--- config.mk ---
export PLATFORM = sky130hd
export DESIGN_NAME = avr_flow_successor_decoder_unit
export DESIGN_NICKNAME = d
export VERILOG_FILES = /design/src/hdl/afsd_pkg.sv /design/src/hdl/avr_flow_successor_decoder_unit.sv
export SDC_FILE = /design/constraint.sdc
export NUM_CORES = 1
export LEC_CHECK = 0
export BUFFER_PORTS_ARGS = -buffer_cell sky130_fd_sc_hd__buf_2
export CAP_MARGIN = 20
export CORE_MARGIN = 5
export CORE_UTILIZATION = 64
export DETAILED_ROUTE_END_ITERATION = 8
export GPL_ROUTABILITY_DRIVEN = 0
export PLACE_DENSITY = 0.95
export SKIP_CTS_REPAIR_TIMING = 1
export SYNTH_ARGS = -nofsm -noshare
export SYNTH_HDL_FRONTEND = slang
export SYNTH_SLANG_ARGS = --single-unit
--- constraint.sdc ---
create_clock -name clk -period 7 [get_ports clk]
set_input_delay 1.05 -clock clk [delete_from_list [all_inputs] [get_ports clk]]
set_output_delay 1.05 -clock clk [all_outputs]
set_load 0.005 [all_outputs]
--- src/hdl/afsd_pkg.sv ---
// Shared types, opcode pattern table and decode helpers for the AVR successor decoder.
`timescale 1ns / 1ps

package afsd_pkg;

	localparam int ADDR_W = 16;
	localparam int WORD_W = 16;

	// Decode class of one opcode word.
	typedef enum logic [3:0] {
		K_NEXT   = 4'd0,
		K_NEXT2  = 4'd1,
		K_NSTOP  = 4'd2,
		K_BRANCH = 4'd3,
		K_CALL   = 4'd4,
		K_SKIP   = 4'd5,
		K_UNSUP  = 4'd6,
		K_HALT   = 4'd7,
		K_JMP    = 4'd8,
		K_RCALL  = 4'd9,
		K_RETURN = 4'd10,
		K_RJMP   = 4'd11,
		K_UNDEF  = 4'd12
	} kind_t;

	typedef enum logic [1:0] {
		ST_OK    = 2'd0,
		ST_UNSUP = 2'd1,
		ST_UNDEF = 2'd2
	} status_t;

	typedef struct packed {
		logic [WORD_W-1:0] mask;
		logic [WORD_W-1:0] match;
		kind_t             kind;
	} pattern_t;

	// Masks and matches of the two-word instructions.
	localparam logic [WORD_W-1:0] CALL_MASK  = 16'hFE0E;
	localparam logic [WORD_W-1:0] CALL_MATCH = 16'h940E;
	localparam logic [WORD_W-1:0] JMP_MATCH  = 16'h940C;
	localparam logic [WORD_W-1:0] LDS_MASK   = 16'hFE0F;
	localparam logic [WORD_W-1:0] LDS_MATCH  = 16'h9000;
	localparam logic [WORD_W-1:0] STS_MATCH  = 16'h9200;

	localparam int NUM_PATTERNS = 99;

	// Patterns in priority order; the first one that matches decides the class.
	localparam pattern_t PATTERNS [NUM_PATTERNS] = '{
		'{16'hFC00,16'h1C00,K_NEXT},  '{16'hFC00,16'h0C00,K_NEXT},  '{16'hFF00,16'h9600,K_NEXT},
		'{16'hFC00,16'h2000,K_NEXT},  '{16'hF000,16'h7000,K_NEXT},  '{16'hFE0F,16'h9405,K_NEXT},
		'{16'hFF8F,16'h9488,K_NEXT},  '{16'hFE08,16'hF800,K_NEXT},  '{16'hFC00,16'hF400,K_BRANCH},
		'{16'hFC00,16'hF000,K_BRANCH},'{16'hFF8F,16'h9408,K_NEXT},  '{16'hFE08,16'hFA00,K_NEXT},
		'{16'hFE0E,16'h940E,K_CALL},  '{16'hFF00,16'h9800,K_NEXT},  '{16'hFE0F,16'h9400,K_NEXT},
		'{16'hFC00,16'h1400,K_NEXT},  '{16'hFC00,16'h0400,K_NEXT},  '{16'hF000,16'h3000,K_NEXT},
		'{16'hFC00,16'h1000,K_SKIP},  '{16'hFE0F,16'h940A,K_NEXT},  '{16'hFF0F,16'h940B,K_UNSUP},
		'{16'hFFFF,16'h9519,K_UNSUP}, '{16'hFFFF,16'h9419,K_UNSUP}, '{16'hFFFF,16'h95D8,K_UNSUP},
		'{16'hFE0F,16'h9006,K_UNSUP}, '{16'hFE0F,16'h9007,K_UNSUP}, '{16'hFC00,16'h2400,K_NEXT},
		'{16'hFF88,16'h0308,K_NEXT},  '{16'hFF88,16'h0380,K_NEXT},  '{16'hFF88,16'h0388,K_NEXT},
		'{16'hFFFF,16'h9509,K_NEXT},  '{16'hFFFF,16'h9409,K_HALT},  '{16'hF800,16'hB000,K_NEXT},
		'{16'hFE0F,16'h9403,K_NEXT},  '{16'hFE0E,16'h940C,K_JMP},   '{16'hFE0F,16'h9206,K_NEXT},
		'{16'hFE0F,16'h9205,K_NEXT},  '{16'hFE0F,16'h9207,K_NEXT},  '{16'hFE0F,16'h900C,K_NEXT},
		'{16'hFE0F,16'h900D,K_NEXT},  '{16'hFE0F,16'h900E,K_NEXT},  '{16'hFE0F,16'h8008,K_NEXT},
		'{16'hFE0F,16'h9009,K_NEXT},  '{16'hFE0F,16'h900A,K_NEXT},  '{16'hFE0F,16'h8000,K_NEXT},
		'{16'hFE0F,16'h9001,K_NEXT},  '{16'hFE0F,16'h9002,K_NEXT},  '{16'hF000,16'hE000,K_NEXT},
		'{16'hFE0F,16'h9000,K_NEXT2}, '{16'hF800,16'hA000,K_NEXT},  '{16'hFFFF,16'h95C8,K_NEXT},
		'{16'hFE0F,16'h9004,K_NEXT},  '{16'hFE0F,16'h9005,K_NEXT},  '{16'hFE0F,16'h9406,K_NEXT},
		'{16'hFC00,16'h2C00,K_NEXT},  '{16'hFF00,16'h0100,K_NEXT},  '{16'hFC00,16'h9C00,K_NSTOP},
		'{16'hFF00,16'h0200,K_NSTOP}, '{16'hFF88,16'h0300,K_NSTOP}, '{16'hFE0F,16'h9401,K_NEXT},
		'{16'hFFFF,16'h0000,K_NEXT},  '{16'hFC00,16'h2800,K_NEXT},  '{16'hF000,16'h6000,K_NEXT},
		'{16'hF800,16'hB800,K_NEXT},  '{16'hFE0F,16'h900F,K_NEXT},  '{16'hFE0F,16'h920F,K_NEXT},
		'{16'hF000,16'hD000,K_RCALL}, '{16'hFFFF,16'h9508,K_RETURN},'{16'hFFFF,16'h9518,K_RETURN},
		'{16'hF000,16'hC000,K_RJMP},  '{16'hFE0F,16'h9407,K_NEXT},  '{16'hFC00,16'h0800,K_NEXT},
		'{16'hF000,16'h4000,K_NEXT},  '{16'hFF00,16'h9A00,K_NEXT},  '{16'hFF00,16'h9900,K_SKIP},
		'{16'hFF00,16'h9B00,K_SKIP},  '{16'hFF00,16'h9700,K_NEXT},  '{16'hFE08,16'hFC00,K_SKIP},
		'{16'hFE08,16'hFE00,K_SKIP},  '{16'hFFFF,16'h9588,K_NSTOP}, '{16'hFFFF,16'h95E8,K_NSTOP},
		'{16'hFFFF,16'h95F8,K_NSTOP}, '{16'hFE0F,16'h920C,K_NEXT},  '{16'hFE0F,16'h920D,K_NEXT},
		'{16'hFE0F,16'h920E,K_NEXT},  '{16'hFE0F,16'h8208,K_NEXT},  '{16'hFE0F,16'h9209,K_NEXT},
		'{16'hFE0F,16'h920A,K_NEXT},  '{16'hFE0F,16'h8200,K_NEXT},  '{16'hFE0F,16'h9201,K_NEXT},
		'{16'hFE0F,16'h9202,K_NEXT},  '{16'hFE0F,16'h9200,K_NEXT2}, '{16'hF800,16'hA800,K_NEXT},
		'{16'hFC00,16'h1800,K_NEXT},  '{16'hF000,16'h5000,K_NEXT},  '{16'hFE0F,16'h9402,K_NEXT},
		'{16'hFFFF,16'h95A8,K_NEXT},  '{16'hFE0F,16'h9204,K_NEXT},  '{16'hFFFF,16'h9598,K_HALT}
	};

	// First-match priority decode: scanning from the back lets earlier entries win.
	function automatic kind_t classify(input logic [WORD_W-1:0] inst);
		kind_t k;
		k = K_UNDEF;
		for (int i = NUM_PATTERNS - 1; i >= 0; i--) begin
			if ((inst & PATTERNS[i].mask) == PATTERNS[i].match) begin
				k = PATTERNS[i].kind;
			end
		end
		return k;
	endfunction

	// True when the word opens a 32-bit instruction (CALL, JMP, LDS, STS).
	function automatic logic two_word(input logic [WORD_W-1:0] w);
		return ((w & CALL_MASK) == CALL_MATCH) || ((w & CALL_MASK) == JMP_MATCH) ||
		       ((w & LDS_MASK) == LDS_MATCH) || ((w & LDS_MASK) == STS_MATCH);
	endfunction

endpackage

--- src/hdl/avr_flow_successor_decoder_unit.sv ---
// Top level of the AVR control-flow successor decoder, a three-stage pipeline.
`timescale 1ns / 1ps

// The block decodes one AVR program word per cycle and reports where control can
// go next: a branch, call, jump or skip target and the sequential fall-through.
// A word is handed in by raising start with word_address, instruction_word and
// following_word (the program word at address plus one). The word is taken at
// every rising edge where start is high and busy is low; busy stays low, so a
// new word may be issued in every cycle.
// Results leave after passing the register stages: done is high for exactly
// one cycle while the result ports hold that word's successors, flow_stop and
// decode_status. Words come out in the order they went in, one per cycle at
// full rate. Its three register stages are opcode class, address arithmetic,
// then range check into the output registers. The receiver cannot stall the
// block; it must take each result in its done cycle. Skip targets and
// fall-through addresses that run past the 16-bit space are reported as not
// valid with a zero address rather than wrapped; relative targets wrap.
// Reset (arst_n low) clears the stage valid bits at once, so any words in flight
// are dropped and done stays low until new words arrive; the block keeps no
// other state.
module avr_flow_successor_decoder_unit
	import afsd_pkg::*;
(
	input  logic              clk,
	input  logic              arst_n,
	input  logic              start,
	output logic              busy,
	input  logic [ADDR_W-1:0] word_address,
	input  logic [WORD_W-1:0] instruction_word,
	input  logic [WORD_W-1:0] following_word,
	output logic              done,
	output logic              target_valid,
	output logic [ADDR_W-1:0] target_address,
	output logic              fall_valid,
	output logic [ADDR_W-1:0] fall_address,
	output logic              flow_stop,
	output logic [1:0]        decode_status
);

	// The pipeline never holds off a word.
	assign busy = 1'b0;

	logic accept;
	assign accept = start & ~busy;

	// Stage 1: opcode class from the priority table, with the raw word fields.
	logic              valid_s1;
	kind_t             kind_s1;
	logic [ADDR_W-1:0] pc_s1;
	logic [WORD_W-1:0] inst_s1;
	logic [WORD_W-1:0] nxt_s1;

	// Stage 2: candidate addresses one bit wider than the address space, so that an
	// overflow past the top can be seen in stage 3.
	logic              valid_s2;
	logic              tv_s2;
	logic [ADDR_W:0]   tgt_s2;
	logic              fv_s2;
	logic [ADDR_W:0]   fall_s2;
	logic              stop_s2;
	status_t           status_s2;

	// Stage 3: output registers.
	logic              valid_s3;
	logic              tv_s3;
	logic [ADDR_W-1:0] tgt_s3;
	logic              fv_s3;
	logic [ADDR_W-1:0] fall_s3;
	logic              stop_s3;
	status_t           status_s3;

	always_ff @(posedge clk or negedge arst_n) begin
		if (!arst_n) begin
			valid_s1 <= 1'b0;
			valid_s2 <= 1'b0;
			valid_s3 <= 1'b0;
		end else begin
			valid_s1 <= accept;
			valid_s2 <= valid_s1;
			valid_s3 <= valid_s2;
		end
	end

	always_ff @(posedge clk) begin
		if (accept) begin
			kind_s1 <= classify(instruction_word);
			pc_s1   <= word_address;
			inst_s1 <= instruction_word;
			nxt_s1  <= following_word;
		end
	end

	// Stage 2 arithmetic. Relative targets wrap inside the address space; skip
	// and fall-through sums keep their carry.
	logic              tv_d;
	logic [ADDR_W:0]   tgt_d;
	logic              fv_d;
	logic [ADDR_W:0]   fall_d;
	logic              stop_d;
	status_t           status_d;
	logic [ADDR_W-1:0] branch_off;
	logic [ADDR_W-1:0] rel_off;
	logic [ADDR_W-1:0] branch_tgt;
	logic [ADDR_W-1:0] rel_tgt;
	logic [ADDR_W:0]   fall_one;
	logic [ADDR_W:0]   fall_two;
	logic [ADDR_W:0]   skip_tgt;

	assign branch_off = {{(ADDR_W-7){inst_s1[9]}}, inst_s1[9:3]};
	assign rel_off    = {{(ADDR_W-12){inst_s1[11]}}, inst_s1[11:0]};
	assign branch_tgt = pc_s1 + branch_off + ADDR_W'(1);
	assign rel_tgt    = pc_s1 + rel_off + ADDR_W'(1);
	assign fall_one   = {1'b0, pc_s1} + (ADDR_W+1)'(1);
	assign fall_two   = {1'b0, pc_s1} + (ADDR_W+1)'(2);
	assign skip_tgt   = fall_two + (ADDR_W+1)'(two_word(nxt_s1));

	always_comb begin
		tv_d     = 1'b0;
		tgt_d    = '0;
		fv_d     = 1'b0;
		fall_d   = '0;
		stop_d   = 1'b0;
		status_d = ST_OK;
		unique case (kind_s1)
			K_NEXT: begin
				fv_d   = 1'b1;
				fall_d = fall_one;
			end
			K_NEXT2: begin
				fv_d   = 1'b1;
				fall_d = fall_two;
			end
			K_NSTOP: begin
				fv_d   = 1'b1;
				fall_d = fall_one;
				stop_d = 1'b1;
			end
			K_BRANCH: begin
				fv_d   = 1'b1;
				fall_d = fall_one;
				tv_d   = 1'b1;
				tgt_d  = {1'b0, branch_tgt};
			end
			K_CALL: begin
				fv_d   = 1'b1;
				fall_d = fall_two;
				tv_d   = 1'b1;
				tgt_d  = {1'b0, nxt_s1};
			end
			K_SKIP: begin
				fv_d   = 1'b1;
				fall_d = fall_one;
				tv_d   = 1'b1;
				tgt_d  = skip_tgt;
			end
			K_RCALL: begin
				fv_d   = 1'b1;
				fall_d = fall_one;
				tv_d   = 1'b1;
				tgt_d  = {1'b0, rel_tgt};
			end
			K_RJMP: begin
				tv_d   = 1'b1;
				tgt_d  = {1'b0, rel_tgt};
				stop_d = 1'b1;
			end
			K_JMP: begin
				tv_d   = 1'b1;
				tgt_d  = {1'b0, nxt_s1};
				stop_d = 1'b1;
			end
			K_HALT: begin
				stop_d = 1'b1;
			end
			K_RETURN: begin
				stop_d = 1'b0;
			end
			K_UNSUP: begin
				stop_d   = 1'b1;
				status_d = ST_UNSUP;
			end
			default: begin
				stop_d   = 1'b1;
				status_d = ST_UNDEF;
			end
		endcase
	end

	always_ff @(posedge clk) begin
		if (valid_s1) begin
			tv_s2     <= tv_d;
			tgt_s2    <= tgt_d;
			fv_s2     <= fv_d;
			fall_s2   <= fall_d;
			stop_s2   <= stop_d;
			status_s2 <= status_d;
		end
	end

	// Stage 3: an address past the top of the space drops its valid bit, and an
	// address without a valid bit reads as zero.
	logic tgt_ok;
	logic fall_ok;
	assign tgt_ok  = tv_s2 & ~tgt_s2[ADDR_W];
	assign fall_ok = fv_s2 & ~fall_s2[ADDR_W];

	always_ff @(posedge clk) begin
		if (valid_s2) begin
			tv_s3     <= tgt_ok;
			tgt_s3    <= tgt_ok ? tgt_s2[ADDR_W-1:0] : '0;
			fv_s3     <= fall_ok;
			fall_s3   <= fall_ok ? fall_s2[ADDR_W-1:0] : '0;
			stop_s3   <= stop_s2;
			status_s3 <= status_s2;
		end
	end

	assign done           = valid_s3;
	assign target_valid   = tv_s3;
	assign target_address = tgt_s3;
	assign fall_valid     = fv_s3;
	assign fall_address   = fall_s3;
	assign flow_stop      = stop_s3;
	assign decode_status  = status_s3;

`ifndef ASSERT_OFF
	// Every word taken comes out on done once it has passed the register stages.
	a_latency: assert property (@(posedge clk) disable iff (!arst_n)
		accept |-> ##3 done)
		else $error("accepted word did not complete after three cycles");

	// No result appears without a matching word taken earlier.
	a_no_spurious: assert property (@(posedge clk) disable iff (!arst_n)
		done |-> $past(accept, 3))
		else $error("result without a matching accepted word");

	// A word that is not decoded has no successors and stops the flow.
	a_bad_word: assert property (@(posedge clk) disable iff (!arst_n)
		(done && decode_status != ST_OK) |-> (flow_stop && !target_valid && !fall_valid))
		else $error("undecoded word reported successors");

	// Missing successors always read as address zero.
	a_zero_addr: assert property (@(posedge clk) disable iff (!arst_n)
		done |-> ((target_valid || target_address == '0) &&
		          (fall_valid || fall_address == '0)))
		else $error("address field set without its valid bit");
`endif

endmodule

==> Word-level counts from Yosys, hierarchy flattened <==
Cells that the tools add are included.
{ "word_totals": {"out_inout_bits": 39, "word_cells": 258, "inputBits": 51, "reg_bits": 127} }
{ "classes": {"n_eq_ne": 113, "addsub": 7, "n_mux": 97, "reduce_logical": 16, "bitwise_logic": 4} }
{ "ops": {"columns": ["operator", "count"], "rows": [
  ["$eq A11 B11 Y1 const B", 40],
  ["$mux W4", 65],
  ["$eq A16 B16 Y1 const B", 13],
  ["$eq A8 B8 Y1 const B", 10],
  ["$pmux W17 S4", 1],
  ["$mux W3", 22],
  ["$eq A10 B10 Y1 const B", 4],
  ["$eq A10 B4 Y1 const B", 4],
  ["$pmux W17 S2", 1],
  ["$reduce_or A34 Y1", 1],
  ["$add A16 B1 Y16 const B", 2],
  ["$add A16 B16 Y16", 2],
  ["$eq A4 B3 Y1 const B", 8],
  ["$eq A4 B4 Y1 const B", 7],
  ["$eq A13 B13 Y1 const B", 2],
  ["$eq A6 B3 Y1 const B", 4],
  ["$eq A6 B4 Y1 const B", 4],
  ["$eq A5 B5 Y1 const B", 4],
  ["$eq A6 B6 Y1 const B", 3],
  ["$add A16 B1 Y17 const B", 1],
  ["$add A16 B2 Y17 const B", 1],
  ["$add A17 B1 Y17", 1],
  ["$logic_not A16 Y1", 1],
  ["$reduce_or A7 Y1", 2],
  ["other kinds (20)", 34]
]} }

==> Logic depth before layout (Yosys ltp) <==
{ "logic_depth": {"word_depth": 92, "ltp_mapped": 12, "depth_no_buf": 12} }

==> Worst setup path before layout <==
Ideal clock, no wire load.
{ "synth_path": {"path_type": "input -> register", "startpoint": "input port instruction_word[12]", "endpoint": "register kind_s1[3] (data pin)", "path_buffers": 1, "setup_slack_ps": 4091, "setup_time_ps": 256, "arrival_ps": 2653, "cell_stages": 8, "t_required_ps": 6744, "cell_sequence": "clkbuf_1 > nor2b_1 > nand4b_1 > nor2_1 > and4_1 > a31oi_1 > o311a_1 > and4_1"} }
{ "synth_between": {"elab_chain_cells": 66, "elab_cells_between_ends": 165, "cone_classes": "eq/ne: 98; mux: 65; reduce/logical: 2"} }
{ "synth_lines": {"columns": ["element", "line", "text"], "rows": [
  ["start, declared", "avr_flow_successor_decoder_unit.sv:29", "input logic [WORD_W-1:0] instruction_word,"],
  ["$eq A16 B16 Y1", "afsd_pkg.sv:90", "if ((inst & PATTERNS[i].mask) == PATTERNS[i].match) begin"],
  ["$mux W4 (65 in a row)", "afsd_pkg.sv:90", null],
  ["end signal, assigned", "avr_flow_successor_decoder_unit.sv:86", "kind_s1 <= classify(instruction_word);"],
  ["end, declared", "avr_flow_successor_decoder_unit.sv:48", "kind_t kind_s1;"]
]} }
Parallel ways exist; a longest one is shown, timed or not.
A chain may end at the register's enable or synchronous reset.

==> Worst setup path in the final report <==
{ "layout_path": {"startpoint": "register pc_s1[1]", "endpoint": "register tgt_s2[13] (data pin)"} }
{ "layout_between": {"elab_chain_cells": 3, "elab_cells_between_ends": 7, "cone_classes": "add/sub: 6; mux: 1"} }
{ "layout_lines": {"columns": ["element", "line", "text"], "rows": [
  ["start, declared", "avr_flow_successor_decoder_unit.sv:49", "logic [ADDR_W-1:0] pc_s1;"],
  ["start signal, assigned", "avr_flow_successor_decoder_unit.sv:87", "pc_s1 <= word_address;"],
  ["$add A16 B2 Y17 (tied with other cells)", "avr_flow_successor_decoder_unit.sv:114", "assign fall_two = {1'b0, pc_s1} + (ADDR_W+1)'(2);"],
  ["$add A17 B1 Y17 (tied with other cells)", "avr_flow_successor_decoder_unit.sv:115", "assign skip_tgt = fall_two + (ADDR_W+1)'(two_word(nxt_s1));"],
  ["$pmux W17 S4 *", "avr_flow_successor_decoder_unit.sv:124", "unique case (kind_s1)"],
  ["named net tgt_d[13]", "avr_flow_successor_decoder_unit.sv:96", "logic [ADDR_W:0] tgt_d;"],
  ["end signal, assigned", "avr_flow_successor_decoder_unit.sv:192", "tgt_s2 <= tgt_d;"],
  ["end, declared", "avr_flow_successor_decoder_unit.sv:57", "logic [ADDR_W:0] tgt_s2;"]
]} }
Mark *: on every way through the listed nets, which the timed path passes. The rest lies on a longest branch.

==> flow_summary.ini <==
[floorplanning]
chipWidth_um = 118.4
chipHeight_um = 118.4
initial_core_util = 0.6556
placementRows = 39
die_area_um2 = 14020
io_pins = 90
core_area_um2 = 11470

[logic_synthesis]
async_reset_ff_frac = 0.02362
synth-main-ff-cell = edfxtp_1
avgSynthCellArea_um2 = 10.56
synth.top_cell.area_share = 0.4953
synth_edf_count = 124
ys_seq_area_frac = 0.5052
synthTopCellsByArea = edfxtp_1 50%, ha_1 5.7%, xnor2_1 3.5%
yosysMostFrequentCell = edfxtp_1
synthesis.nets = 799
synthesis.area_um2 = 7518
synth_top_area_cell = edfxtp_1
yosys_warnings = 0
netlist_top_cells_count = 124 x edfxtp_1, 59 x nand2_1, 58 x nor2_1
synth_seq_cells = 127
synth.distinct_cells = 72
postSynthCellCount = 712

[timing]
fin_ws_ns = 3.371
fin_hold_ws_ns = 0.4166
fin_tns_setup_ns = 0
finalCriticalPeriod_ns = 3.629
worst_pin_slew_ns = 1.073
setup_viol = 0
fmax_mhz = 275.6
worst_slew_margin_rel = 0.2849
hold_viol = 0
rsz0062_at_grt = no
maxSlewViolCount = 0
period_share = 0.5184
fin_worst_skew_ns = 0.009652

[setup_path]
path_cells = ha_1 -> nand4_1 -> or3_1 -> a222oi_1 -> and4_4 -> nand3_1 -> xor2_1 -> a22oi_1 -> o221ai_1
worstPathMaxFanout = 13
r2r-start = pc_s1[1]$_DFFE_PP_
worstPathArrival_ns = 3.76
crit_slowest_cell = edfxtp_1
cp-start-kind = flop
crit_start = pc_s1[1]$_DFFE_PP_
critPathMaxStageDelay_ns = 0.65
critPathKind = reg -> reg
cp.required_ns = 7.13
cp-end-kind = flop

[power]
pwr-share-comb = 0.180
clkPwrFrac = 0.402
p_int_w = 0.001683
total_power_w = 0.002331
power.density_nw_per_um2 = 269.2
p_leak_nw = 3.378
pwr-share-seq = 0.418
peakVddDrop_v = 0.0002056
switching_share = 0.2781
power.switching_w = 0.0006483

[finish]
nets = 878
drive_gt1_frac = 0.1667
num_antenna_cells = 0
area_growth_pct = 15.18
fillers = 663

[cts]
clk_path_buf_depth = 2
h-tree-depth = 4
cts_buffers = 17
cts_tree = yes
clk_pin_slew_ns = 0.06
cts_num_sinks = 127
cts_root_buffer = clkbuf_16
clk_latency_ns = 0.42

[placed_design]
dp_slack_ns = 3.612
portBuffers = 88
dp_hpwl_um = 13590

[route]
vias = 6530
viasPerCell = 6.895
ant_nets = 0
wire_per_inst_um = 21.05
routed_wirelength_um = 19940
firstDrtPassIters = 6
route.detailed.drc = 0
dr.first_iter.drc_count = 1017

[global_route]
grt.total_usage = 0.2878
grt_first_pass_wirelength_um = 32550
globalRouteOverflowTotal = 0
grt_pass1_vias = 6406
grt_antenna_before_repair = 0
grt_max_degree = 50

[outcome]
status = finished, final reports clean

[worst_hold_path]
hp-class = in -> async

[flow_run]
maxCapViolCount = 0
==> logic make-up after synthesis <==
| group | count (synthesis) | synth area share |
|---|---|---|
| xor+xnor | 45 | 0.05242 |
| buf+inv | 45 | 0.02496 |
| compound gates | 177 | 0.1571 |
| fa+ha+maj | 36 | 0.06191 |
| flops | 127 | 0.5052 |
| mux | 7 | 0.009320 |
| simple gates | 274 | 0.1886 |
| other cells | 1 | 0.0004988 |
==> metal layers <==
layer / share of wire / up-vias / GRT usage
met4: 0.066 / 0 / 0.1630
met2: 0.48 / 573 / 0.4807
li1: - / 2852 / -
met5: 0 / - / 0
met1: 0.34 / 2944 / 0.3373
met3: 0.12 / 161 / 0.07545
==> cell type report <==
type                            instances  area, um^2  area share
Clock buffer                           17       425.4     0.04913
Inverter                               14       52.55    0.006068
Tap cell                              143       178.9     0.02066
Clock inverter                         15       209.0     0.02413
Sequential cell                       127        3799      0.4387
Timing Repair Buffer                   91       462.9     0.05346
Multi-Input combinational cell        540        3532      0.4079
==> cell usage in the layout, fill, tap and decap left out, types with 6 or more instances in the layout <==
| cell | synthesis | final |
|---|---|---|
| o211ai_1 | 6 | 6 |
| inv_1 | 14 | 14 |
| o21ai_0 | 37 | 37 |
| xor2_1 | 15 | 15 |
| a21o_1 | 11 | 11 |
| clkbuf_16 | 0 | 17 |
| a21oi_1 | 41 | 41 |
| nand2b_1 | 13 | 13 |
| buf_2 | 3 | 88 |
| ha_1 | 34 | 34 |
| edfxtp_1 | 124 | 124 |
| nand4_1 | 10 | 10 |
| nor3_1 | 29 | 29 |
| nor2b_1 | 14 | 14 |
| mux2i_1 | 7 | 7 |
| a22oi_1 | 6 | 6 |
| a211oi_1 | 6 | 6 |
| o22ai_1 | 10 | 10 |
| nand2_1 | 59 | 59 |
| xnor2_1 | 30 | 30 |
| o31ai_1 | 6 | 6 |
| and2_1 | 38 | 38 |
| nor2_1 | 58 | 58 |
| nand3_1 | 19 | 19 |
| a221oi_1 | 6 | 6 |
==> critical path, delay by kind of cell (launching register included) <==
family | cells | cell delay, ns
AND/OR/NAND/NOR | 4 | 1.18
adder cells (fa/ha/maj) | 1 | 0.39
AO/OA/AOI/OAI | 3 | 0.92
XOR/XNOR | 1 | 0.20
flip-flops | 1 | 0.65
==> power by group through the flow <==
| stage | sequential [W] | combinational, W | clock (W) |
|---|---|---|---|
| 4_1_cts | 0.000970 | 0.000403 | 0.000942 |
| 2_1_floorplan | 0.000964 | 0.000285 | 0 |
| 5_1_grt | 0.000980 | 0.000454 | 0.000974 |
| 6_report | 0.000974 | 0.000420 | 0.000938 |
| 3_5_place_dp | 0.000984 | 0.000389 | 0 |
| 3_3_place_gp | 0.000979 | 0.000366 | 0 |
==> registers in the layout, summed over array words and instances (netlist names) <==
signal / cells
decode_status: 2
fall_address: 16
stop_s2: 1
fv_s2: 1
status_s2: 2
fall_valid: 1
kind_s1: 4
valid_s1: 1
tgt_s2: 17
valid_s2: 1
flow_stop: 1
fall_s2: 17
tv_s2: 1
done: 1
target_valid: 1
inst_s1: 12
target_address: 16
pc_s1: 16
nxt_s1: 16
==> worst paths after layout <==
path | slack [ns] | depth (start not counted) | to
worst min register to register | 0.45 | 0 | decode_status[1]$_DFFE_PP_
min in group clk | 0.45 | 0 | decode_status[1]$_DFFE_PP_
worst max register to register | 3.37 | 9 | tgt_s2[13]$_DFFE_PP_
worst min-delay path | 0.42 | 1 | done$_DFF_PN0_
worst max-delay path | 3.37 | 9 | tgt_s2[13]$_DFFE_PP_
max in group asynchronous | 6.48 | 1 | valid_s1$_DFF_PN0_
==> metrics by stage <==
stage,instance area (um^2),instances,util
4_1_cts,8660,947,0.7552
3_3_place_gp,8025,915,0.6998
2_1_floorplan,7518,712,-
5_1_grt,8660,947,0.7552
6_report,8660,947,0.7552
3_5_place_dp,8025,915,0.6998
Power figures use the tool's default switching activity.
